`src/rtl/tlcg_pkg.sv`:
```
package tlcg_pkg;

    // Datapath sizing
    localparam int STATE_BITS  = 20;
    localparam int MAX_DRAWS   = 48;
    localparam int FREE_BITS   = 16;
    localparam int NIBBLE_BITS = 4;
    localparam int SHIFT_W     = 5;
    localparam int COUNT_W     = 6;
    localparam int MAX_SHIFT   = STATE_BITS - NIBBLE_BITS;

    // Pipeline shape: three front stages, then one stage per checked draw
    localparam int FIRST_STEP  = 2;
    localparam int NUM_STEPS   = MAX_DRAWS - FIRST_STEP;
    localparam int FRONT_DEPTH = 3;
    localparam int PIPE_DEPTH  = FRONT_DEPTH + NUM_STEPS;

    // Register map
    localparam int CFG_DATA_W = 64;
    localparam int CFG_ADDR_W = 6;
    localparam int CFG_IDX_W  = 3;
    localparam logic [CFG_IDX_W-1:0] REG_JUMP_MULT = 3'd0;
    localparam logic [CFG_IDX_W-1:0] REG_SHIFT     = 3'd1;
    localparam logic [CFG_IDX_W-1:0] REG_COUNT     = 3'd2;
    localparam logic [CFG_IDX_W-1:0] REG_OBS_LOW   = 3'd3;
    localparam logic [CFG_IDX_W-1:0] REG_OBS_MID   = 3'd4;
    localparam logic [CFG_IDX_W-1:0] REG_OBS_HIGH  = 3'd5;

    typedef logic [STATE_BITS-1:0]  state_t;
    typedef logic [NIBBLE_BITS-1:0] nibble_t;

    // Settled configuration shared by all stages
    typedef struct packed {
        state_t               mult;
        logic [SHIFT_W-1:0]   shift;
        state_t               mask;
        state_t               low_mask;
        state_t               nib_mask;
        logic [COUNT_W-1:0]   count;
    } cfg_t;

    // Contents of one pipeline stage
    typedef struct packed {
        logic   valid;
        logic   ok;
        state_t x0;
        state_t inc;
        state_t t;
    } stage_t;

    // Mask with the low 'width' bits set
    function automatic state_t low_bits_mask(input logic [SHIFT_W:0] width);
        state_t m;
        m = '0;
        for (int i = 0; i < STATE_BITS; i++)
        begin
            m[i] = (width > (SHIFT_W+1)'(i));
        end
        return m;
    endfunction

endpackage

```
`src/rtl/tlcg_step.sv`:
```
module tlcg_step (
    input  logic              clk,
    input  logic              rst_n,
    input  tlcg_pkg::stage_t  in_stage,
    input  tlcg_pkg::cfg_t    cfg,
    input  logic              check_en,
    input  tlcg_pkg::nibble_t obs_nib,
    output tlcg_pkg::stage_t  out_stage
);
    import tlcg_pkg::*;

    logic [2*STATE_BITS-1:0] prod;
    state_t                  expected;
    logic                    hit;
    stage_t                  stage_reg, stage_next;

    // One generator step and its nibble compare
    assign prod     = cfg.mult * in_stage.t;
    assign expected = state_t'(obs_nib) << cfg.shift;

    always_comb
    begin
        stage_next.valid = in_stage.valid;
        stage_next.x0    = in_stage.x0;
        stage_next.inc   = in_stage.inc;
        stage_next.t     = (prod[STATE_BITS-1:0] + in_stage.inc) & cfg.mask;
        hit              = ((stage_next.t ^ expected) & cfg.nib_mask) == '0;
        stage_next.ok    = in_stage.ok & (hit | ~check_en);
    end

    always_ff @(posedge clk or negedge rst_n)
    begin
        if (!rst_n)
        begin
            stage_reg <= '0;
        end
        else
        begin
            stage_reg <= stage_next;
        end
    end

    assign out_stage = stage_reg;

endmodule

```
`config.mk`:
```
export PLATFORM = sky130hd
export DESIGN_NAME = tlcg_step
export DESIGN_NICKNAME = d
export VERILOG_FILES = /design/src/rtl/tlcg_pkg.sv /design/src/rtl/tlcg_step.sv
export SDC_FILE = /design/constraint.sdc
export NUM_CORES = 1
export LEC_CHECK = 0
export BUFFER_PORTS_ARGS = -buffer_cell sky130_fd_sc_hd__buf_2
export CORE_UTILIZATION = 56
export DETAILED_ROUTE_END_ITERATION = 6
export HOLD_SLACK_MARGIN = 0.03
export PLACE_DENSITY_LB_ADDON = 0.2
export SYNTH_ARGS = -nofsm -noshare
export SYNTH_HDL_FRONTEND = slang
export SYNTH_SLANG_ARGS = --single-unit
```
`constraint.sdc`:
```
create_clock -name clk -period 0.8 [get_ports clk]
set_input_delay 0.08 -clock clk [delete_from_list [all_inputs] [get_ports clk]]
set_output_delay 0.08 -clock clk [all_outputs]
set_load 0.005 [all_outputs]
```
### Word-level counts from Yosys, hierarchy flattened

Cells that the tools add are included.

| operators by class | value |
|---|---|
| reduce and logical (&&, ||, !) cells | 1 |
| $mul | 1 |
| $add $sub $neg | 1 |
| bitwise gates (word level) | 6 |
| shifts and indexed selects | 1 |

Operators by type and width:

| cell | count |
|---|---|
| bitwise AND 20 bit | 2 |
| adder 20 bit | 1 |
| zero test 20 bit | 1 |
| multiplier 20 x 20 -> 20 bit | 1 |
| left shift 4 x 5 -> 20 bit | 1 |
| XOR 20 bit | 1 |
| bitwise AND 1 bit | 1 |
| NOT 1 bit | 1 |
| OR 1 bit | 1 |

| storage, ports and cells | value |
|---|---|
| logic and storage cells | 15 |
| output and inout bits | 62 |
| register bits | 62 |
| input bits | 160 |

### Logic depth before layout (Yosys ltp)

| depth | value |
|---|---|
| depth in word-level cells | 8 |
| mapped depth | 24 |

### Worst setup path after synthesis

No wires, ideal clock.

| path | value |
|---|---|
| path kind | input to register |
| from | in cfg[81] (netlist bit) |
| to | reg stage_reg, in the netlist out_stage[60] |
| library setup time | 67 ps |
| arrival time | 6293 ps |
| buffers on the path | 1 |
| cell stages on the path | 21 |
| setup slack | -5559 ps |
| required time | 733 ps |
| cells stage by stage | clkbuf_1 -> and2_1 -> fa_1 -> fa_1 -> inv_1 -> fa_1 -> inv_1 -> fa_1 -> inv_1 -> fa_1 -> inv_1 -> fa_1 -> fa_1 -> ha_1 -> a2111oi_0 -> nand3_1 -> a221oi_1 -> mux2i_1 -> xnor2_1 -> a2111oi_1 -> a41o_1 |

RTL lines:

| what | RTL line | source |
|---|---|---|
| start, declared | tlcg_step.sv:5 | `input tlcg_pkg::cfg_t cfg,` |
| end signal, assigned | tlcg_step.sv:39 | `stage_reg <= stage_next;` |
| end, declared | tlcg_step.sv:15 | `stage_t stage_reg, stage_next;` |

==> out/results.txt <==
post-DR wirelength/cell: 22.6 microns
synth warn: 0
Peak VDD IR: 6.79 mV
gr busiest metal: met2
Crit. Startpoint: cfg[76]
Synth cell types: 62
GRT Total Usage: 0.399
final hold vios: 3
Switching Share: 0.468
CP endpoint kind: flop
Critical Path RT: 1.09 ns
endpoints failing setup: 82
Initial Util: 0.575
Final Max Tran Viols: 0
top cells by count, synth: fa_1, inv_1, and2_1
GRT met1 Usage: 0.456
initial DRC count: 859
RSZ-0062 raised after global routing: true
Synth async-reset ratio: 1.00
Worst setup SP type: primary input
DP HPWL: 21.9 mm
max FFs per register: 62
H-tree Lvls: 3
Post-synth EDFFs: 0
vias per cell: 5.75
Initial DRT Pass Iterations: 5
max cap viols: 0
Layout Nets: 1730
failing checks: hold timing, setup timing
Max FO, Critical Path: 6
predominant post-synthesis flop cell: dfrtp_1
hold buffers post-CTS: 43
largest cells by area after synthesis: fa_1, dfrtp_1, ha_1, and2_1, inv_1
Placed Cells: 1487
slew margin rel.: 0.667
vias in the first global route: 9193
post-synth top area share: 0.339
fin area: 13700 sq um
via count: 9006
Area Overhead vs Synth: 49.9%
Clk network pwr share: 0.048
Sink Count: 62
largest area contributor in the netlist: fa_1
Psw: 37.3 mW
Cell Area, Placed: 12100 sq um
largest net degree at the start of global routing: 63
Worst Tran Pin Value: 0.493 ns
TritonCTS clock tree: yes
final wirelength: 35.4 mm
row cnt: 46
Layout Cells excl Fill: 1567
WHS: -0.0310 ns
GPL Wtd Cong: 0.940
Final period util: 7.51
PwrDens: 5790 nW/um^2
initial antenna violation count: 1
share of cells above drive strength 1: 0.414
critical path class: in2reg
outcome: finished, violations left
Top Ports: 222
maximum root-to-sink buffer count: 2
post-synthesis cell area: 9170 sq um
full die area: 16900 sq um
worst setup slack after layout: -5.21 ns
residual DRC count: 0
clk slew on worst S/H paths: 0.06 ns
PortBufs: 195
Synth Instances: 939
die height: 130 microns
antenna-violating nets left: 0
Syn Nets: 1324
hold crit path type: in2reg
syn avg cell area: 9.76 sq um
WP data arrival: 6.30 ns
Die Wd: 130 microns
CTS root buffer: clkbuf_16
grt ovf: 0
sequential area share after synthesis: 0.169
CTS Buf Count: 9
grt met3 use: 0.154
Gate power share: 0.902
hold path start: cfg[48]
Leak: 6.81 nW
most common cell in the netlist: fa_1
met2 GRT Util: 0.640
FMAX: 0.166 GHz
Tmin final: 6.01 ns
first-pass GRT wire length: 48.6 mm
#FFs+latches synth: 62
Flop pwr share: 0.049
Internal: 42.3 mW
Core ar.: 15900 sq um
## cell families (layout without fill, tap and decap cells)
group / after synthesis / after routing / share of synthesized area
and+or+nand+nor: 330 / 330 / 0.191
buffers and inverters: 180 / 591 / 0.0737
AOI/OAI and AO/OA: 75 / 75 / 0.0617
other: 0 / 1 / 0
muxes: 10 / 10 / 0.0112
DFF: 62 / 62 / 0.169
xor gates and xnor gates: 57 / 57 / 0.0590
adders and majority gates: 225 / 225 / 0.434
## critical path, stage by stage
cell	delay (ns)
buf_8	0.11
buf_6	0.12
and2_4	0.16
fa_1	0.57
inv_2	0.05
fa_1	0.52
inv_1	0.06
fa_1	0.48
ha_1	0.32
ha_1	0.31
fa_1	0.46
fa_1	0.74
ha_4	0.27
o21a_4	0.24
o211a_1	0.22
o21ai_2	0.09
nand3_2	0.14
a221oi_4	0.31
mux2i_2	0.32
xnor2_1	0.12
a2111oi_2	0.37
a41o_1	0.24
## area by class of cell
cell class                 instances  area [sq um]
antenna                            1          2.50
clock buffer                       9           225
clock inverter                     7          56.3
fill                             780          2200
inverter                         148           556
multi-input combinational        697          7860
sequential                        62          1550
tap                              216           270
timing repair buffer             427          3220
## metrics by stage
stage,setup slack [ns],util,total power [mW],TNS [ns]
after floorplan,-4.97,-,42.0,-67.78
after global placement,-5.40,0.758,58.3,-78.34
after detailed placement,-5.49,0.758,59.6,-79.61
after CTS,-4.99,0.844,72.6,-75.25
after global routing,-5.34,0.862,81.9,-82.70
final,-5.21,0.862,79.6,-80.71
## metal layers
layer	vias up	wire, microns
li1	3761	-
met1	4395	12000
met2	628	16600
met3	216	4340
met4	6	2420
met5	-	130
## repair_timing
item | 4_1_cts | 5_1_grt
gates resized for setup | 134 | 58
buffers inserted | 16 | 11
endpoints found under the hold margin | 112 | 6
gates cloned | 0 | 0
endpoints found under the setup margin | 83 | 82
pin swaps | 63 | 56
## final timing paths
check	cells past startpoint	slack [ns]	to
min	2	-0.03	out_stage[2]
min in group asynchronous	3	0.27	out_stage[23]
max	22	-5.21	out_stage[60]
max in group asynchronous	3	0.23	out_stage[38]
## power by group through the flow
stage	registers [mW]	logic, mW	clock network (mW)
CTS	3.92	64.8	3.84
detailed placement	3.96	55.6	0
global route	3.95	74.0	3.99
global placement	3.96	54.4	0
finish	3.93	71.8	3.86
floorplan	4.06	37.9	0
## layout by cell type (no fill, tap or decap), types with 6 or more instances in the layout
cell type,n
inv_2,9
nor2b_1,6
inv_1,139
nor3_1,7
buf_8,6
ha_1,42
buf_6,47
nor2_1,16
fa_1,138
clkbuf_16,9
dfrtp_1,61
dlygate4sd3_1,43
nand3_1,6
and2_4,37
xnor2_1,40
buf_12,10
fa_2,17
buf_4,144
xor2_1,12
o21ai_0,6
a21oi_1,12
mux2i_1,6
and2_1,101
ha_4,28
buf_2,176
nand2_1,102
(Power assumes the default switching activity.)
