File: config.mk
export PLATFORM = sky130hd
export DESIGN_NAME = tlcg_front
export DESIGN_NICKNAME = d
export VERILOG_FILES = /design/src/rtl/tlcg_pkg.sv /design/src/rtl/tlcg_front.sv
export SDC_FILE = /design/constraint.sdc
export NUM_CORES = 1
export LEC_CHECK = 0
export BUFFER_PORTS_ARGS = -buffer_cell sky130_fd_sc_hd__buf_2
export CAP_MARGIN = 25
export CORE_ASPECT_RATIO = 1.25
export CORE_UTILIZATION = 43
export CTS_CLUSTER_SIZE = 12
export DETAILED_ROUTE_END_ITERATION = 12
export PLACE_DENSITY = 0.75
export SKIP_LAST_GASP = 1
export SYNTH_ARGS = -nofsm -noshare
export SYNTH_HDL_FRONTEND = slang
export SYNTH_SLANG_ARGS = --single-unit
File: constraint.sdc
create_clock -name clk -period 8 [get_ports clk]
set_clock_uncertainty 0.2 [all_clocks]
set_input_delay 0.8 -clock clk [delete_from_list [all_inputs] [get_ports clk]]
set_output_delay 0.8 -clock clk [all_outputs]
set_load 0.01 [all_outputs]
File: src/rtl/tlcg_pkg.sv
package tlcg_pkg;

    // Datapath sizing
    localparam int STATE_BITS  = 20;
    localparam int MAX_DRAWS   = 48;
    localparam int FREE_BITS   = 16;
    localparam int NIBBLE_BITS = 4;
    localparam int SHIFT_W     = 5;
    localparam int COUNT_W     = 6;
    localparam int MAX_SHIFT   = STATE_BITS - NIBBLE_BITS;

    // Pipeline shape: three front stages, then one stage per checked draw
    localparam int FIRST_STEP  = 2;
    localparam int NUM_STEPS   = MAX_DRAWS - FIRST_STEP;
    localparam int FRONT_DEPTH = 3;
    localparam int PIPE_DEPTH  = FRONT_DEPTH + NUM_STEPS;

    // Register map
    localparam int CFG_DATA_W = 64;
    localparam int CFG_ADDR_W = 6;
    localparam int CFG_IDX_W  = 3;
    localparam logic [CFG_IDX_W-1:0] REG_JUMP_MULT = 3'd0;
    localparam logic [CFG_IDX_W-1:0] REG_SHIFT     = 3'd1;
    localparam logic [CFG_IDX_W-1:0] REG_COUNT     = 3'd2;
    localparam logic [CFG_IDX_W-1:0] REG_OBS_LOW   = 3'd3;
    localparam logic [CFG_IDX_W-1:0] REG_OBS_MID   = 3'd4;
    localparam logic [CFG_IDX_W-1:0] REG_OBS_HIGH  = 3'd5;

    typedef logic [STATE_BITS-1:0]  state_t;
    typedef logic [NIBBLE_BITS-1:0] nibble_t;

    // Settled configuration shared by all stages
    typedef struct packed {
        state_t               mult;
        logic [SHIFT_W-1:0]   shift;
        state_t               mask;
        state_t               low_mask;
        state_t               nib_mask;
        logic [COUNT_W-1:0]   count;
    } cfg_t;

    // Contents of one pipeline stage
    typedef struct packed {
        logic   valid;
        logic   ok;
        state_t x0;
        state_t inc;
        state_t t;
    } stage_t;

    // Mask with the low 'width' bits set
    function automatic state_t low_bits_mask(input logic [SHIFT_W:0] width);
        state_t m;
        m = '0;
        for (int i = 0; i < STATE_BITS; i++)
        begin
            m[i] = (width > (SHIFT_W+1)'(i));
        end
        return m;
    endfunction

endpackage

File: src/rtl/tlcg_front.sv
module tlcg_front (
    input  logic                        clk,
    input  logic                        rst_n,
    input  logic                        accept,
    input  logic [tlcg_pkg::FREE_BITS-1:0] first_free_bits,
    input  logic [tlcg_pkg::FREE_BITS-1:0] second_free_bits,
    input  tlcg_pkg::nibble_t           obs_first,
    input  tlcg_pkg::nibble_t           obs_second,
    input  tlcg_pkg::cfg_t              cfg,
    output tlcg_pkg::stage_t            out_stage
);
    import tlcg_pkg::*;

    logic   s1_valid_reg;
    state_t s1_x0_reg, s1_x1_reg;
    state_t s1_x0_next, s1_x1_next;

    logic   s2_valid_reg;
    state_t s2_x0_reg, s2_x1_reg, s2_prod_reg;
    logic [2*STATE_BITS-1:0] s2_prod_full;

    stage_t s3_reg, s3_next;

    // Stage 1: insert the observed nibbles into the free bits
    assign s1_x0_next = ((state_t'(obs_first) << cfg.shift)
                        | (state_t'(first_free_bits) & cfg.low_mask)) & cfg.mask;
    assign s1_x1_next = ((state_t'(obs_second) << cfg.shift)
                        | (state_t'(second_free_bits) & cfg.low_mask)) & cfg.mask;

    // Stage 2: A * x0
    assign s2_prod_full = cfg.mult * s1_x0_reg;

    // Stage 3: increment = x1 - A*x0, walk starts from x1
    always_comb
    begin
        s3_next.valid = s2_valid_reg;
        s3_next.ok    = 1'b1;
        s3_next.x0    = s2_x0_reg;
        s3_next.inc   = (s2_x1_reg - s2_prod_reg) & cfg.mask;
        s3_next.t     = s2_x1_reg;
    end

    // Valid bits and the stage 3 register
    always_ff @(posedge clk or negedge rst_n)
    begin
        if (!rst_n)
        begin
            s1_valid_reg <= 1'b0;
            s2_valid_reg <= 1'b0;
            s3_reg       <= '0;
        end
        else
        begin
            s1_valid_reg <= accept;
            s2_valid_reg <= s1_valid_reg;
            s3_reg       <= s3_next;
        end
    end

    // Payload
    always_ff @(posedge clk)
    begin
        s1_x0_reg   <= s1_x0_next;
        s1_x1_reg   <= s1_x1_next;
        s2_x0_reg   <= s1_x0_reg;
        s2_x1_reg   <= s1_x1_reg;
        s2_prod_reg <= s2_prod_full[STATE_BITS-1:0] & cfg.mask;
    end

    assign out_stage = s3_reg;

endmodule

* After elaboration in Yosys (flattened, before gate mapping)
Cells that the tools add are included.
** Word-level totals
- Bits of input ports :: 134
- Word-level logic and storage cells :: 24
- Register bits after elaboration :: 164
** Operators by class
- Add/subtract/negate cells :: 1
- Shift-type cells :: 2
- $mul :: 1
- Bitwise gates (word level) :: 8
** Operators with widths (number)
- 20-bit AND :: 4
- 16-bit by 20-bit AND with 20-bit output :: 2
- 20-bit OR :: 2
- 4-bit by 5-bit left shift with 20-bit output :: 2
- 20-bit by 20-bit multiplier with 20-bit output :: 1
- 20-bit subtractor :: 1

* Logic depth before layout (Yosys ltp)
- Depth after elaboration :: 3
- Depth in mapped cells :: 25

* Worst setup path after synthesis
Ideal clock, no wire load.
- Path kind :: input port to flip-flop
- From :: input cfg[80] in the netlist's numbering
- To :: register s2_prod_reg[19]
- Data arrival time :: 6334 ps
- Stages on the path :: 24
- Path buffers :: 1
- Slack :: 1350 ps
- Cells stage by stage :: clkbuf_1 and2_1 fa_1 fa_1 inv_1 fa_1 inv_1 fa_1 inv_1 fa_1 inv_1 fa_1 inv_1 fa_1 inv_1 ha_1 nand2_1 nor3_1 a31oi_1 o21ai_1 o21ai_1 a211oi_1 or3_1 and3_1
** Between the ends
- Longest elaborated chain between the ends :: 2
** Ends and longest elaborated chain
- from (decl) :: line tlcg_front.sv:9 : input tlcg_pkg::cfg_t cfg,
- 20-bit by 20-bit multiplier with 20-bit output :: line tlcg_front.sv:31 : assign s2_prod_full = cfg.mult * s1_x0_reg;
- 20-bit AND :: line tlcg_front.sv:67 : s2_prod_reg <= s2_prod_full[STATE_BITS-1:0] & cfg.mask;
- to (signal assigned) :: line tlcg_front.sv:67
- to (decl) :: line tlcg_front.sv:19 : state_t s2_x0_reg, s2_x1_reg, s2_prod_reg;
Every way passes these cells.

* Worst setup path in the final report
- From :: register s1_x0_reg[3]
- To :: register s2_prod_reg[19]
** Between the ends
- Longest elaborated chain between the ends :: 2
** Ends and longest elaborated chain
- from (decl) :: line tlcg_front.sv:15 : state_t s1_x0_reg, s1_x1_reg;
- from (signal assigned) :: line tlcg_front.sv:63 : s1_x0_reg <= s1_x0_next;
- 20-bit by 20-bit multiplier with 20-bit output :: line tlcg_front.sv:31
- 20-bit AND :: line tlcg_front.sv:67
Every way passes these cells.

==> impl_metrics.csv <==
group,metric,value,unit
status,outcome,"completed",
die,die_w,151,um
synth,yosysTopAreaCell,"fa_1",
power_and_ir_drop,p_leak,6.85,nW
setup_path,crit_top_cell,"fa_1",
die,core_region_area,0.0270,mm2
finish,instances_no_fill,1725,
clock_tree,cts_root_buffer,"clkbuf_16",
die,dieHeight,188,um
synth,synth_edf_count,0,
place,gp_congestion,0.890,
timing,finalSetupTns,0,ns
detailed_routing,drt_iter0_drc,575,
setup_path,slowest_delay,0.76,ns
detailed_routing,ant_nets,0,
detailed_routing,vias,8783,
min_path,whs_path_depth,0,
timing,final.period_utilization,0.854,
clock_tree,cts_tree,"yes",
detailed_routing,routed_wl,30.2,mm
global_routing,grt_pass1_vias,9291,
finish,fillers,2433,
timing,finalHoldViolCount,0,
die,start_util,0.440,
setup_path,path_cells,"and2_1, fa_1, fa_1, inv_1, fa_1, inv_1, fa_1, inv_1, fa_1, inv_1, fa_1, inv_1, fa_1, inv_1, ha_1, nand2_1, nor3_1, a31oi_1, o21ai_1, o21ai_1, a211oi_1, or3_1, and3_1",
finish,drive_gt1_frac,0.149,
setup_path,slowest_stage,"dfxtp_1",
detailed_routing,drc,0,
synth,ys_top_cells_by_area,"fa_1 (23%), dfxtp_1 (17%), dfrtp_1 (13%), ha_1 (9.3%), and2_1 (7.8%)",
finish,final_common_cell,"inv_1",
synth,ys_seq_elements,164,
clock_tree,ctsResizeCount,0,
setup_path,cp.required,8.12,ns
setup_path,arrival,6.95,ns
place,dpl.cell_count,1691,
power_and_ir_drop,ir_drop,0.150,mV
detailed_routing,firstDrtPassIters,8,
synth,synth_top_area_frac,0.233,
place,io_buffers,165,
global_routing,grt_pass1_wl,47.9,mm
power_and_ir_drop,p_per_area,217,mW/mm2
global_routing,grt_max_degree,65,
finish,final_nets,1725,
detailed_routing,post_drt_wl_per_cell,17.5,um
clock_tree,cts_sinks,164,
finish,final_cell_mix,"inv_1 (204), buf_2 (165), and2_1 (149), fa_1 (138), nand2_1 (126)",
die,pin_count,196,
timing,tightest_slew,1.04,ns
min_path,min_from,"s1_x1_reg[14]$_DFF_P_",
setup_path,path_class,"register to register",
die,rows,67,
clock_tree,clk_pin_slew,0.07,ns
timing,maxSlewHeadroom,0.305,
synth,synthesis.nets,1571,
synth,synth_async_sr_flop_share,0.390,
timing,setup_violations,0,
synth,synth_area,0.0119,mm2
global_routing,overflow,0,
clock_tree,postCtsSetupRepairBufs,0,
timing,rsz0062_at_grt,"no",
synth,avgSynthCellArea,9.81,um2
run,maxCapViolCount,0,
timing,layout_min_cycle_time,6.83,ns
clock_tree,ctsHoldBuffers,0,
clock_tree,clockBufferDepth,2,
synth,yosys.cell_types.count,48,
setup_path,ff2ff_path_depth,23,
finish,areaGrowthSynthToFinish,14.9,%
timing,timing.fmax,146,MHz
timing,slew_viol_final,0,
synth,synthCells,1211,
min_path,min_path_type,"register to register",
global_routing,grt_usage,0.223,
setup_path,regToRegStartpoint,"s1_x0_reg[3]$_DFF_P_",
setup_path,crit_path_end_kind,"register",
setup_path,startpoint,"s1_x0_reg[3]$_DFF_P_",
clock_tree,cts_made_buffers,17,
synth,synth_flop_cell,"dfxtp_1",
setup_path,worstSetupStartpointType,"register",
detailed_routing,via_per_inst,5.09,
global_routing,antenna_found_initial,2,
synth,yosysSeqAreaShare,0.303,
clock_tree,clk_latency,0.43,ns
synth,yosysWarnings,0,
clock_tree,htreeDepth,4,
finish,largest_reg_flops,62,
place,hpwl,23.9,mm
die,die-area,0.0283,mm2
setup_path,path_max_fanout,18,
==> worst paths after layout <==
path | to | slack, ns
hold reg to reg | s2_x1_reg[14]$_DFF_P_ | 0.12
hold / removal | s2_x1_reg[14]$_DFF_P_ | 0.12
setup reg to reg | s2_prod_reg[19]$_DFF_P_ | 1.17
max in group asynchronous | out_stage[16]$_DFF_PN0_ | 6.71
setup / recovery | s2_prod_reg[19]$_DFF_P_ | 1.17
min in group asynchronous | out_stage[21]$_DFF_PN0_ | 0.34
==> worst max-delay path, delay by kind of cell (launching register included) <==
family	cells	cell delay [ns]
flops	1	0.76
fa+ha+maj	8	3.74
compound gates	4	0.73
buf+inv	6	0.29
simple gates	5	0.98
==> report_power, final <==
group,internal (mW),total [mW],leakage [nW],switching [mW]
registers,0.913,0.956,1.66,0.0432
clock network,0.501,0.859,0.304,0.358
logic,0.508,1.15,4.89,0.638
==> layer usage <==
layer	wire length (um)	vias up	global-route usage
met5	0	-	0
met4	1170	0	0.0965
met3	1850	64	0.0367
met2	15000	308	0.393
met1	12100	4343	0.265
li1	-	4068	-
==> Yosys cell counts, drive strengths merged (7+ instances only) <==
master / instances
a21o: 9
a21oi: 26
a22oi: 28
and2: 149
and3: 10
clkbuf: 30
dfrtp: 64
dfxtp: 100
fa: 138
ha: 88
inv: 204
mux2i: 9
nand2: 126
nand2b: 8
nand3: 7
nor2: 20
nor2b: 41
nor3: 10
o21ai: 32
xnor2: 45
xor2: 17
==> per-stage QoR <==
stage	hold WS, ns	setup slack, ns	instance area [um2]	utilization	total power, mW
2_1_floorplan	0.110	1.35	11900	-	1.80
3_3_place_gp	0.109	0.987	13000	0.482	2.06
3_5_place_dp	0.112	0.916	13000	0.483	2.11
4_1_cts	0.127	1.10	13600	0.506	2.97
5_1_grt	0.130	0.871	13700	0.506	3.17
6_report	0.125	1.17	13700	0.506	2.96
==> cell type report <==
type	instances	area (um2)	share of cell area
multi-input combinational	809	7370	0.540
sequential	164	3600	0.264
timing repair buffer	169	856	0.0627
inverter	204	766	0.0561
tap	345	432	0.0316
clock buffer	17	425	0.0312
clock inverter	15	194	0.0142
antenna	2	5.00	0.000367
==> cell families after synthesis <==
group / share of synthesized area
multiplexers: 0.00759
flip-flops: 0.303
adder cells (fa/ha/maj): 0.325
buffers and inverters: 0.0761
AO/OA/AOI/OAI: 0.0684
other: 0.000316
AND/OR/NAND/NOR: 0.173
XOR/XNOR: 0.0457
Note: power is estimated with default switching activity, not from simulation.
